--- src/rtl/i2cm_pkg.sv ---
package i2cm_pkg;

	localparam int BYTE_BITS = 8;
	localparam int BIT_POS_W = 4;
	localparam int FIFO_DEPTH = 2;

	typedef enum logic [2:0] {
		CMD_NONE    = 3'd0,
		CMD_RELEASE = 3'd1,
		CMD_START   = 3'd2,
		CMD_STOP    = 3'd3,
		CMD_WRITE   = 3'd4,
		CMD_READ    = 3'd5,
		CMD_ACK     = 3'd6,
		CMD_NACK    = 3'd7
	} cmd_t;

	typedef struct packed {
		cmd_t                 command;
		logic [BYTE_BITS-1:0] write_data;
		logic                 sda_in;
	} in_item_t;

	typedef struct packed {
		logic                 scl_level;
		logic                 sda_level;
		logic                 busy_res;
		logic                 done_res;
		logic [BYTE_BITS-1:0] read_data;
		logic                 slave_ack;
	} out_item_t;

	// tick as held in the queue between front and back
	typedef struct packed {
		logic                 has_cmd;
		logic                 is_write;
		cmd_t                 command;
		logic [BYTE_BITS-1:0] write_data;
		logic                 sda_in;
	} tick_t;

	// handshake between front queue and back engine
	typedef struct packed {
		logic  valid;
		tick_t tick;
	} front_out_t;

endpackage

--- src/rtl/i2cm_front.sv ---
module i2cm_front (
	input  logic               clk,
	input  logic               arst_n,
	input  logic               push,
	output logic               full,
	input  i2cm_pkg::in_item_t item,
	output i2cm_pkg::front_out_t fo,
	input  logic               take
);
	import i2cm_pkg::*;

	tick_t      mem_q [FIFO_DEPTH];
	logic       wr_ptr_q;
	logic       rd_ptr_q;
	logic [1:0] count_q;
	tick_t      tick_in;
	logic       do_push;
	logic       do_pop;

	// classify on entry
	always_comb begin
		tick_in.has_cmd    = (item.command != CMD_NONE);
		tick_in.is_write   = (item.command == CMD_WRITE);
		tick_in.command    = item.command;
		tick_in.write_data = item.write_data;
		tick_in.sda_in     = item.sda_in;
	end

	assign full     = (count_q == 2'(FIFO_DEPTH));
	assign do_push  = push && !full;
	assign fo.valid = (count_q != 2'd0);
	assign fo.tick  = mem_q[rd_ptr_q];
	assign do_pop   = take && fo.valid;

	always_ff @(posedge clk) begin
		if (do_push) begin
			mem_q[wr_ptr_q] <= tick_in;
		end
	end

	always_ff @(posedge clk or negedge arst_n) begin
		if (!arst_n) begin
			wr_ptr_q <= 1'b0;
			rd_ptr_q <= 1'b0;
			count_q  <= 2'd0;
		end else begin
			if (do_push) begin
				wr_ptr_q <= ~wr_ptr_q;
			end
			if (do_pop) begin
				rd_ptr_q <= ~rd_ptr_q;
			end
			case ({do_push, do_pop})
				2'b10:   count_q <= count_q + 2'd1;
				2'b01:   count_q <= count_q - 2'd1;
				default: count_q <= count_q;
			endcase
		end
	end

endmodule

--- src/rtl/i2cm_back.sv ---
module i2cm_back (
	input  logic                 clk,
	input  logic                 arst_n,
	input  i2cm_pkg::front_out_t fo,
	output logic                 take,
	output logic                 empty,
	input  logic                 pop,
	output i2cm_pkg::out_item_t  result
);
	import i2cm_pkg::*;

	// engine state
	cmd_t                 act_q;
	logic [BIT_POS_W-1:0] bp_q;
	logic                 hp_q;
	logic [BYTE_BITS-1:0] sh_q;
	logic                 clk_line_q;
	logic                 dat_line_q;
	logic                 ack_q;
	logic [BYTE_BITS-1:0] rx_q;

	// next engine state
	cmd_t                 act_d;
	logic [BIT_POS_W-1:0] bp_d;
	logic                 hp_d;
	logic [BYTE_BITS-1:0] sh_d;
	logic                 clk_line_d;
	logic                 dat_line_d;
	logic                 ack_d;
	logic [BYTE_BITS-1:0] rx_d;
	out_item_t            res_d;
	logic                 scl_o;
	logic                 sda_o;
	logic                 done;

	// result queue
	out_item_t  mem_q [FIFO_DEPTH];
	logic       wr_ptr_q;
	logic       rd_ptr_q;
	logic [1:0] count_q;
	logic       room;
	logic       do_pop;

	assign do_pop = pop && !empty;
	assign room   = (count_q != 2'(FIFO_DEPTH)) || do_pop;
	assign take   = fo.valid && room;
	assign empty  = (count_q == 2'd0);
	assign result = mem_q[rd_ptr_q];

	always_comb begin
		act_d = act_q;
		bp_d  = bp_q;
		hp_d  = hp_q;
		sh_d  = sh_q;
		ack_d = ack_q;
		rx_d  = rx_q;
		scl_o = clk_line_q;
		sda_o = dat_line_q;
		done  = 1'b0;

		// latch a new command only while idle
		if (act_q == CMD_NONE && fo.tick.has_cmd) begin
			act_d = fo.tick.command;
			bp_d  = '0;
			hp_d  = 1'b0;
			sh_d  = fo.tick.is_write ? fo.tick.write_data : '0;
		end

		if (act_d != CMD_NONE) begin
			case (act_d)
				CMD_RELEASE: begin
					scl_o = 1'b1;
					sda_o = 1'b1;
					done  = 1'b1;
				end
				CMD_START: begin
					scl_o = 1'b1;
					if (bp_d == '0) begin
						sda_o = 1'b1;
						bp_d  = BIT_POS_W'(1);
					end else begin
						sda_o = 1'b0;
						done  = 1'b1;
					end
				end
				CMD_STOP: begin
					scl_o = 1'b1;
					if (bp_d == '0) begin
						sda_o = 1'b0;
						bp_d  = BIT_POS_W'(1);
					end else begin
						sda_o = 1'b1;
						done  = 1'b1;
					end
				end
				CMD_WRITE: begin
					if (bp_d < BIT_POS_W'(BYTE_BITS)) begin
						sda_o = sh_d[BYTE_BITS-1];
						scl_o = hp_d;
						if (hp_d) begin
							hp_d = 1'b0;
							sh_d = {sh_d[BYTE_BITS-2:0], 1'b0};
							bp_d = bp_d + BIT_POS_W'(1);
						end else begin
							hp_d = 1'b1;
						end
					end else if (bp_d == BIT_POS_W'(BYTE_BITS)) begin
						sda_o = 1'b1;
						scl_o = hp_d;
						if (hp_d) begin
							// slave acknowledges by pulling SDA low
							ack_d = ~fo.tick.sda_in;
							hp_d  = 1'b0;
							bp_d  = bp_d + BIT_POS_W'(1);
						end else begin
							hp_d = 1'b1;
						end
					end else begin
						scl_o = 1'b0;
						sda_o = 1'b1;
						done  = 1'b1;
					end
				end
				CMD_READ: begin
					sda_o = 1'b1;
					if (bp_d < BIT_POS_W'(BYTE_BITS)) begin
						scl_o = hp_d;
						if (hp_d) begin
							sh_d = {sh_d[BYTE_BITS-2:0], fo.tick.sda_in};
							hp_d = 1'b0;
							bp_d = bp_d + BIT_POS_W'(1);
						end else begin
							hp_d = 1'b1;
						end
					end else begin
						scl_o = 1'b0;
						rx_d  = sh_d;
						done  = 1'b1;
					end
				end
				default: begin
					// ack or nack
					sda_o = (act_d == CMD_ACK) ? 1'b0 : 1'b1;
					if (bp_d == '0) begin
						scl_o = 1'b0;
						bp_d  = BIT_POS_W'(1);
					end else if (bp_d == BIT_POS_W'(1)) begin
						scl_o = 1'b1;
						bp_d  = BIT_POS_W'(2);
					end else begin
						scl_o = 1'b0;
						done  = 1'b1;
					end
				end
			endcase
		end

		clk_line_d = scl_o;
		dat_line_d = sda_o;
		if (done) begin
			// hold SCL low after a start condition
			if (act_d == CMD_START) begin
				clk_line_d = 1'b0;
			end
			act_d = CMD_NONE;
			bp_d  = '0;
			hp_d  = 1'b0;
		end

		res_d.scl_level = scl_o;
		res_d.sda_level = sda_o;
		res_d.busy_res  = (act_q != CMD_NONE) || fo.tick.has_cmd;
		res_d.done_res  = done;
		res_d.read_data = rx_d;
		res_d.slave_ack = ack_d;
	end

	always_ff @(posedge clk or negedge arst_n) begin
		if (!arst_n) begin
			act_q      <= CMD_NONE;
			bp_q       <= '0;
			hp_q       <= 1'b0;
			sh_q       <= '0;
			clk_line_q <= 1'b1;
			dat_line_q <= 1'b1;
			ack_q      <= 1'b0;
			rx_q       <= '0;
		end else if (take) begin
			act_q      <= act_d;
			bp_q       <= bp_d;
			hp_q       <= hp_d;
			sh_q       <= sh_d;
			clk_line_q <= clk_line_d;
			dat_line_q <= dat_line_d;
			ack_q      <= ack_d;
			rx_q       <= rx_d;
		end
	end

	always_ff @(posedge clk) begin
		if (take) begin
			mem_q[wr_ptr_q] <= res_d;
		end
	end

	always_ff @(posedge clk or negedge arst_n) begin
		if (!arst_n) begin
			wr_ptr_q <= 1'b0;
			rd_ptr_q <= 1'b0;
			count_q  <= 2'd0;
		end else begin
			if (take) begin
				wr_ptr_q <= ~wr_ptr_q;
			end
			if (do_pop) begin
				rd_ptr_q <= ~rd_ptr_q;
			end
			case ({take, do_pop})
				2'b10:   count_q <= count_q + 2'd1;
				2'b01:   count_q <= count_q - 2'd1;
				default: count_q <= count_q;
			endcase
		end
	end

endmodule

--- src/rtl/i2c_master_bit_engine_unit.sv ---
// An item pushed into the front queue passes to the engine step, which writes its result
//   into the result queue for popping; the step waits while that queue is full.
// Throughput: one item per cycle while the result queue has room, set by the engine step.
// Reset (arst_n low, asynchronous): both queues empty, engine idle, SCL and SDA released,
//   read byte and acknowledge flag cleared.
module i2c_master_bit_engine_unit (
	input  logic                clk,
	input  logic                arst_n,
	input  logic                push,
	output logic                full,
	input  i2cm_pkg::in_item_t  item,
	output logic                empty,
	input  logic                pop,
	output i2cm_pkg::out_item_t result
);
	import i2cm_pkg::*;

	// front to back: head of the tick queue and its take strobe
	front_out_t fo;
	logic       take;

	// Front: accept ticks, flag command and write, hold them in a short queue so the
	// input side keeps flowing while the result side stalls, until the queue fills.
	i2cm_front u_front (
		.clk    (clk),
		.arst_n (arst_n),
		.push   (push),
		.full   (full),
		.item   (item),
		.fo     (fo),
		.take   (take)
	);

	// Back: advance the bus sequencer by one tick per queued item and drop each
	// tick's result into the result queue. Commands arriving while a sequence runs
	// are dropped; the running sequence carries on.
	i2cm_back u_back (
		.clk    (clk),
		.arst_n (arst_n),
		.fo     (fo),
		.take   (take),
		.empty  (empty),
		.pop    (pop),
		.result (result)
	);

endmodule
--- config.mk ---
export PLATFORM = sky130hd
export DESIGN_NAME = i2c_master_bit_engine_unit
export DESIGN_NICKNAME = d
export VERILOG_FILES = /design/src/rtl/i2cm_pkg.sv /design/src/rtl/i2cm_front.sv /design/src/rtl/i2cm_back.sv /design/src/rtl/i2c_master_bit_engine_unit.sv
export SDC_FILE = /design/constraint.sdc
export NUM_CORES = 1
export LEC_CHECK = 0
export ABC_AREA = 1
export CELL_PAD_IN_SITES_DETAIL_PLACEMENT = 1
export CELL_PAD_IN_SITES_GLOBAL_PLACEMENT = 1
export CORE_ASPECT_RATIO = 1.75
export CORE_MARGIN = 3
export CORE_UTILIZATION = 40
export DETAILED_ROUTE_END_ITERATION = 12
export DONT_BUFFER_PORTS = 1
export PLACE_DENSITY_LB_ADDON = 0.12
export SYNTH_ARGS = -nofsm -noshare
export SYNTH_HDL_FRONTEND = slang
export SYNTH_SLANG_ARGS = --single-unit
--- constraint.sdc ---
create_clock -name clk -period 2.5 [get_ports clk]
set_input_delay 0.625 -clock clk [delete_from_list [all_inputs] [get_ports clk]]
set_output_delay 0.625 -clock clk [all_outputs]
set_load 0.01 [all_outputs]
# Word-level counts from Yosys, hierarchy flattened

Memories as Yosys holds them, arrays and structs flattened.
Cells that the tools add are included.

Flip-flop bits (word level): 35
Input bits: 16
Output and inout port bits: 15
Memories: 2
RAM bits: 54
Logic and storage cells: 128

Equality and inequality tests: 15
Mux-type cells: 65
Bitwise operators: 5
Add/subtract/negate cells: 5
Reduce and logical (&&, ||, !) cells: 21
Magnitude comparators: 1

Memory list:

| memory        | words | width | rd ports | clocked after Yosys merged registers in | wr ports | line             | RTL |
|---|---|---|---|---|---|---|---|
| u_front.mem_q | 2     | 14    | 1        | 0                                       | 1        | i2cm_front.sv:12 | `tick_t mem_q [FIFO_DEPTH];` |
| u_back.mem_q  | 2     | 13    | 1        | 0                                       | 1        | i2cm_back.sv:37  | `out_item_t mem_q [FIFO_DEPTH];` |

Operators with widths:

| operator                                                              | count |
|---|---|
| 8-bit two-way mux                                                     | 10 |
| 4-bit two-way mux                                                     | 10 |
| 1-bit two-way mux                                                     | 35 |
| 4-bit one-hot mux with 4 select lines                                 | 1 |
| 8-bit one-hot mux with 2 select lines                                 | 1 |
| 3-bit equality test, second input constant                            | 4 |
| 3-bit nonzero test                                                    | 3 |
| 1-bit one-hot mux with 4 select lines                                 | 2 |
| 2-bit one-hot mux with 2 select lines                                 | 2 |
| 2-bit equality test, second input constant                            | 3 |
| 3-bit by 2-bit equality test with 1-bit output, second input constant | 2 |
| 3-bit two-way mux                                                     | 2 |
| 2-bit nonzero test                                                    | 3 |
| 1-bit logical AND                                                     | 5 |
| 1-bit inverter                                                        | 5 |
| 2-bit by 1-bit adder with 2-bit output, second input constant         | 2 |
| 4-bit by 1-bit adder with 4-bit output, second input constant         | 1 |
| 2-bit by 1-bit equality test with 1-bit output, second input constant | 2 |
| 4-bit by 1-bit equality test with 1-bit output, second input constant | 1 |
| 4-bit equality test, second input constant                            | 1 |
| 4-bit zero test                                                       | 1 |
| 4-bit less-than comparator, second input constant                     | 1 |
| 2-bit OR reduction                                                    | 2 |
| 2-bit by 1-bit subtractor with 2-bit output, second input constant    | 2 |
| other kinds (9)                                                       | 11 |

# Logic depth before layout (Yosys ltp)

Depth in word-level cells: 10
Mapped depth: 18
Mapped depth without buffers: 17

# Hierarchy

From an unflattened synthesis, not the netlist that was laid out.

Cells, all modules: 501
Area total of the unflattened synthesis: 4,504.3 sq um

By module, submodules not included:

| module     | instances | area an instance (sq um) | seq. area each (sq um) | cells each |
|---|---|---|---|---|
| i2cm_back  | 1         | 3,229.3                  | 1,559.0                | 392 |
| i2cm_front | 1         | 1,275.0                  | 940.9                  | 109 |

# Worst setup path before layout

OpenSTA, ideal clock, no wires.

Path kind: input to register
From: in pop
To: reg u_front.count_q[1]
Data required time: 2.369 ns
Path buffers: 1
Stages: 9
Setup slack: 0.400 ns
Arrival time: 1.970 ns
Library setup time: 0.131 ns
Cell sequence: inv_1 > nand3b_1 > o21ai_2 > clkinv_1 > buf_2 > ha_1 > a21oi_1 > o21ai_0 > xor2_1

Cells in the longest elaborated chain, start to end: 6
Elaborated cells between the ends (all ways): 8
Those cells by class: eq/ne (2); mux (1); reduce/logical (5)

RTL lines:

| item                                                                                  | line                             | RTL |
|---|---|---|
| start, declared                                                                       | i2c_master_bit_engine_unit.sv:13 | `input logic pop,` |
| 1-bit logical AND (*)                                                                 | i2cm_back.sv:44                  | `assign do_pop = pop && !empty;` |
| 1-bit logical OR (*)                                                                  | i2cm_back.sv:45                  | `assign room = (count_q != 2'(FIFO_DEPTH)) \|\| do_pop;` |
| 1-bit logical AND (*)                                                                 | i2cm_back.sv:46                  | `assign take = fo.valid && room;` |
| named net take                                                                        | i2c_master_bit_engine_unit.sv:20 | `logic take;` |
| 1-bit logical AND (*)                                                                 | i2cm_front.sv:33                 | `assign do_pop = take && fo.valid;` |
| 2-bit by 1-bit equality test with 1-bit output or 2-bit equality test (tied branches) | i2cm_front.sv:53                 | `case ({do_push, do_pop})` |
| 2-bit one-hot mux with 2 select lines or 2-bit nonzero test (tied branches)           | n/a                              |  |
| end signal, assigned                                                                  | i2cm_front.sv:54                 | `2'b10: count_q <= count_q + 2'd1;` |
| end signal, assigned                                                                  | i2cm_front.sv:55                 | `2'b01: count_q <= count_q - 2'd1;` |
| end signal, assigned                                                                  | i2cm_front.sv:56                 | `default: count_q <= count_q;` |
| end, declared                                                                         | i2cm_front.sv:15                 | `logic [1:0] count_q;` |

The timed path passes the listed nets; every way through them passes the cells marked *.
A chain may end at the register's enable or synchronous reset.

# Worst setup path after layout

From: reg u_front.rd_ptr_q
To: reg u_back.sh_q[0]

Cells in the longest elaborated chain, start to end: 7
Elaborated cells between the ends (all ways): 17
Those cells by class: order compare (1); eq/ne (2); mux (11); reduce/logical (2); memory (1)

RTL lines:

| item                                                   | line                              | RTL |
|---|---|---|
| start, declared                                        | i2cm_front.sv:14                  | `logic rd_ptr_q;` |
| start signal, assigned                                 | i2cm_front.sv:51                  | `rd_ptr_q <= ~rd_ptr_q;` |
| memory read 2 x 14 bit (*)                             | n/a                               |  |
| 1-bit logical AND or 8-bit two-way mux (tied branches) | i2cm_back.sv:62, i2cm_back.sv:66  |  |
| 4-bit two-way mux (tied with other cells)              | i2cm_back.sv:62                   | `if (act_q == CMD_NONE && fo.tick.has_cmd) begin` |
| 4-bit less-than comparator (tied with other cells)     | i2cm_back.sv:97, i2cm_back.sv:126 |  |
| 8-bit two-way mux (on tied branches)                   | i2cm_back.sv:126, i2cm_back.sv:97 |  |
| 8-bit one-hot mux with 2 select lines                  | i2cm_back.sv:70                   | `case (act_d)` |
| 8-bit two-way mux (*)                                  | i2cm_back.sv:69                   | `if (act_d != CMD_NONE) begin` |
| end signal, assigned                                   | i2cm_back.sv:183                  | `sh_q <= '0;` |
| end signal, assigned                                   | i2cm_back.sv:192                  | `sh_q <= sh_d;` |
| end, declared                                          | i2cm_back.sv:16                   | `logic [BYTE_BITS-1:0] sh_q;` |

Mark *: on every way between the ends. The rest lies on a longest branch, timed or not.

==> impl_metrics.yaml <==
status:
  outcome: "completed"
yosys:
  ys_warn_count: 0
  yosysMostFrequentCell: "nand2_1"
  ys_seq_area_share_pct: 56.7
  yosys.cell_types.count: 35
  syn_inst: 494
  synth_fp_nets: 515
  syn-cell-area_sq_um: 4410
  synth_top_area_share_pct: 36.8
  syn_avg_cell_area_sq_um: 8.93
  synthArstFlopShare_pct: 39.3
  synth-edff-count: 54
  synth_common_cells: "200 x nand2_1, 54 x edfxtp_1, 35 x inv_1"
  ys_seq_elements: 89
  ys.flop_type: "edfxtp_1"
  yosysTopAreaCell: "edfxtp_1"
  yosys-top-cells-area: "edfxtp_1 37%, dfrtp_1 19%, nand2_1 17%"
timing:
  maxSlewViolCount: 0
  skew_ns: 0.0121
  tns_ns: 0
  fin_crit_sh_pct: 87.3
  maxSlewHeadroom_pct: 25.4
  tightest_slew_ns: 1.12
  rsz0062_at_grt: "no"
  max_freq_mhz: 458
  fin_crit_ns: 2.18
  setup_ws_ns: 0.317
  finalSetupViolCount: 0
  hold_viol_final: 0
drt:
  vias: 3199
  ant_nets: 0
  drtPass1Iterations: 4
  post_drt_wl_per_cell_microns: 15.3
  drt-total-wl_microns: 9760
  drt_iter0_drc: 112
  drc_errors: 0
  routed_via_density: 5.03
place:
  place_inst: 619
  io_buffers: 0
  gp_congestion: 0.927
  dpl.hpwl_microns: 7580
  place_ws_ns: 0.209
power:
  peakVddDrop_mv: 0.543
  cell_internal_pwr_mw: 3.72
  clkPwrFrac_pct: 19.3
  p_seq_share_pct: 36.9
  p_switching_mw: 2.82
  swShare_pct: 43.2
  p_leak_nw: 2.28
  p_comb_share_pct: 43.8
  p_per_area_nw_per_um2: 1340
global_route:
  grt_usage_pct: 17.4
  gr-total-overflow: 0
  grt_pass1_vias: 3497
  antenna_found_initial: 0
  grt_max_degree: 35
  grt_pass1_wl_microns: 16400
clock_tree:
  post_cts_buffers: 0
  cts_root_buf: "clkbuf_16"
  clock_latency_ns: 0.34
  cts.sinks: 89
  clock_path_buffers: 2
  h-tree-depth: 3
  clk_pin_slew_ns: 0.07
  cts_tree: "yes"
  numCtsBuffers: 9
layout:
  diodes: 0
  drive_gt1_share_pct: 12.5
  fillers: 1302
  syn2layout_area_growth_pct: 10.4
  final_nets: 522
  stdcell_count: 636
worst_setup_path:
  end_kind: "flip-flop"
  worstSetupPathType: "flip-flop to flip-flop"
  critPathLaunchType: "flip-flop"
  cp.required_ns: 2.71
  worstPathMaxFanout: 13
  critPathArrivalTime_ns: 2.39
die:
  core-area_sq_um: 10800
  num_rows: 50
  die_w_microns: 85.4
  die-area_sq_um: 12400
  fp.dieH_microns: 145
  io_pins: 31
  initial_core_util_pct: 41.0
run:
  maxCapViolCount: 0
hold_path:
  hold_class: "primary input to async pin"
## worst max-delay path, stage by stage (launching register included)
cell,delay (ns)
dfrtp_2,0.49
inv_4,0.16
nand2_4,0.07
nand2_4,0.10
nand3_1,0.10
nand2_2,0.19
nand2_1,0.24
nor2_2,0.35
o21ai_0,0.15
a21oi_1,0.14
a21oi_1,0.06
## path summary, 6_finish.rpt
path | to | slack (ns) | cells past startpoint | startpoint
min reg2reg | u_back.dat_line_q | 0.47 | 2 | u_back.dat_line_q
min | u_back.rx_q[1] | 0.12 | 1 | arst_n
max in group asynchronous | u_front.rd_ptr_q | 2.19 | 1 | arst_n
max | u_back.sh_q[0] | 0.32 | 10 | u_front.rd_ptr_q
min in group clk | u_front.mem_q[1][2] | 0.38 | 0 | item[2]
max reg2reg | u_back.sh_q[0] | 0.32 | 10 | u_front.rd_ptr_q
## per-layer routing
layer  vias up  GRT usage [%]  share of wire [%]
li1       1622              -                  -
met1      1514           16.8                 38
met2        45           34.3                 56
met3        18           3.00                2.8
met4         0           9.17                3.4
met5         -              0                  0
## cell usage in the layout (no fill, tap or decap), drive strengths merged, types with 2 or more instances in the layout
master / count
a21oi: 7
a31oi: 8
buf: 8
clkbuf: 10
clkinv: 3
dfrtp: 33
dfstp: 2
edfxtp: 54
ha: 5
inv: 44
nand2: 213
nand3: 34
nand4: 2
nor2: 36
nor3: 3
o211ai: 2
o21ai: 30
xnor2: 3
xor2: 4
## kinds of logic after synthesis
| group | synth area share [%] |
|---|---|
| and+or+nand+nor | 28.3 |
| DFF | 56.7 |
| buffers and inverters | 5.22 |
| AOI/OAI and AO/OA | 6.70 |
| xor gates and xnor gates | 1.39 |
| adders and majority gates | 1.42 |
| muxes | 0.227 |
## timing repair
item / CTS / global route
setup endpoints to repair: 0 / 2
hold buffers: 1 / 0
hold endpoints to repair: 33 / 0
gates resized for setup: 0 / 1
## final cells by class
cell class	instances	area (sq um)	area share, %
Clock buffer	10	239	4.91
Clock inverter	6	48.8	1.00
Inverter	42	163	3.34
Multi-Input combinational cell	351	1680	34.5
Sequential cell	89	2500	51.4
Tap cell	130	163	3.34
Timing Repair Buffer	8	72.6	1.49
## flip-flops by register name (all words and copies together), names as in the netlist, 2 cells and up
| register | cells |
|---|---|
| u_back.act_q | 3 |
| u_back.rx_q | 8 |
| u_back.mem_q | 26 |
| u_back.sh_q | 8 |
| u_back.bp_q | 4 |
| u_back.count_q | 2 |
| u_front.mem_q | 28 |
| u_front.count_q | 2 |
## through the flow
step | area [sq um] | hold slack, ns | util, % | total power [mW]
floorplan | 4410 | 0.329 | - | 4.59
global placement | 4560 | 0.331 | 42.3 | 5.26
detailed placement | 4560 | 0.332 | 42.3 | 5.38
CTS | 4860 | 0.116 | 45.2 | 6.67
global route | 4870 | 0.108 | 45.2 | 7.12
finish | 4870 | 0.116 | 45.2 | 6.54
## power groups by stage
stage          Combinational, mW  Sequential [mW]  Clock [mW]
6_report                    2.86             2.41        1.27
5_1_grt                     3.29             2.47        1.37
4_1_cts                     2.95             2.42        1.30
3_3_place_gp                2.84             2.43           0
2_1_floorplan               2.21             2.38           0
3_5_place_dp                2.93             2.44           0
Power figures use the tool's default switching activity.
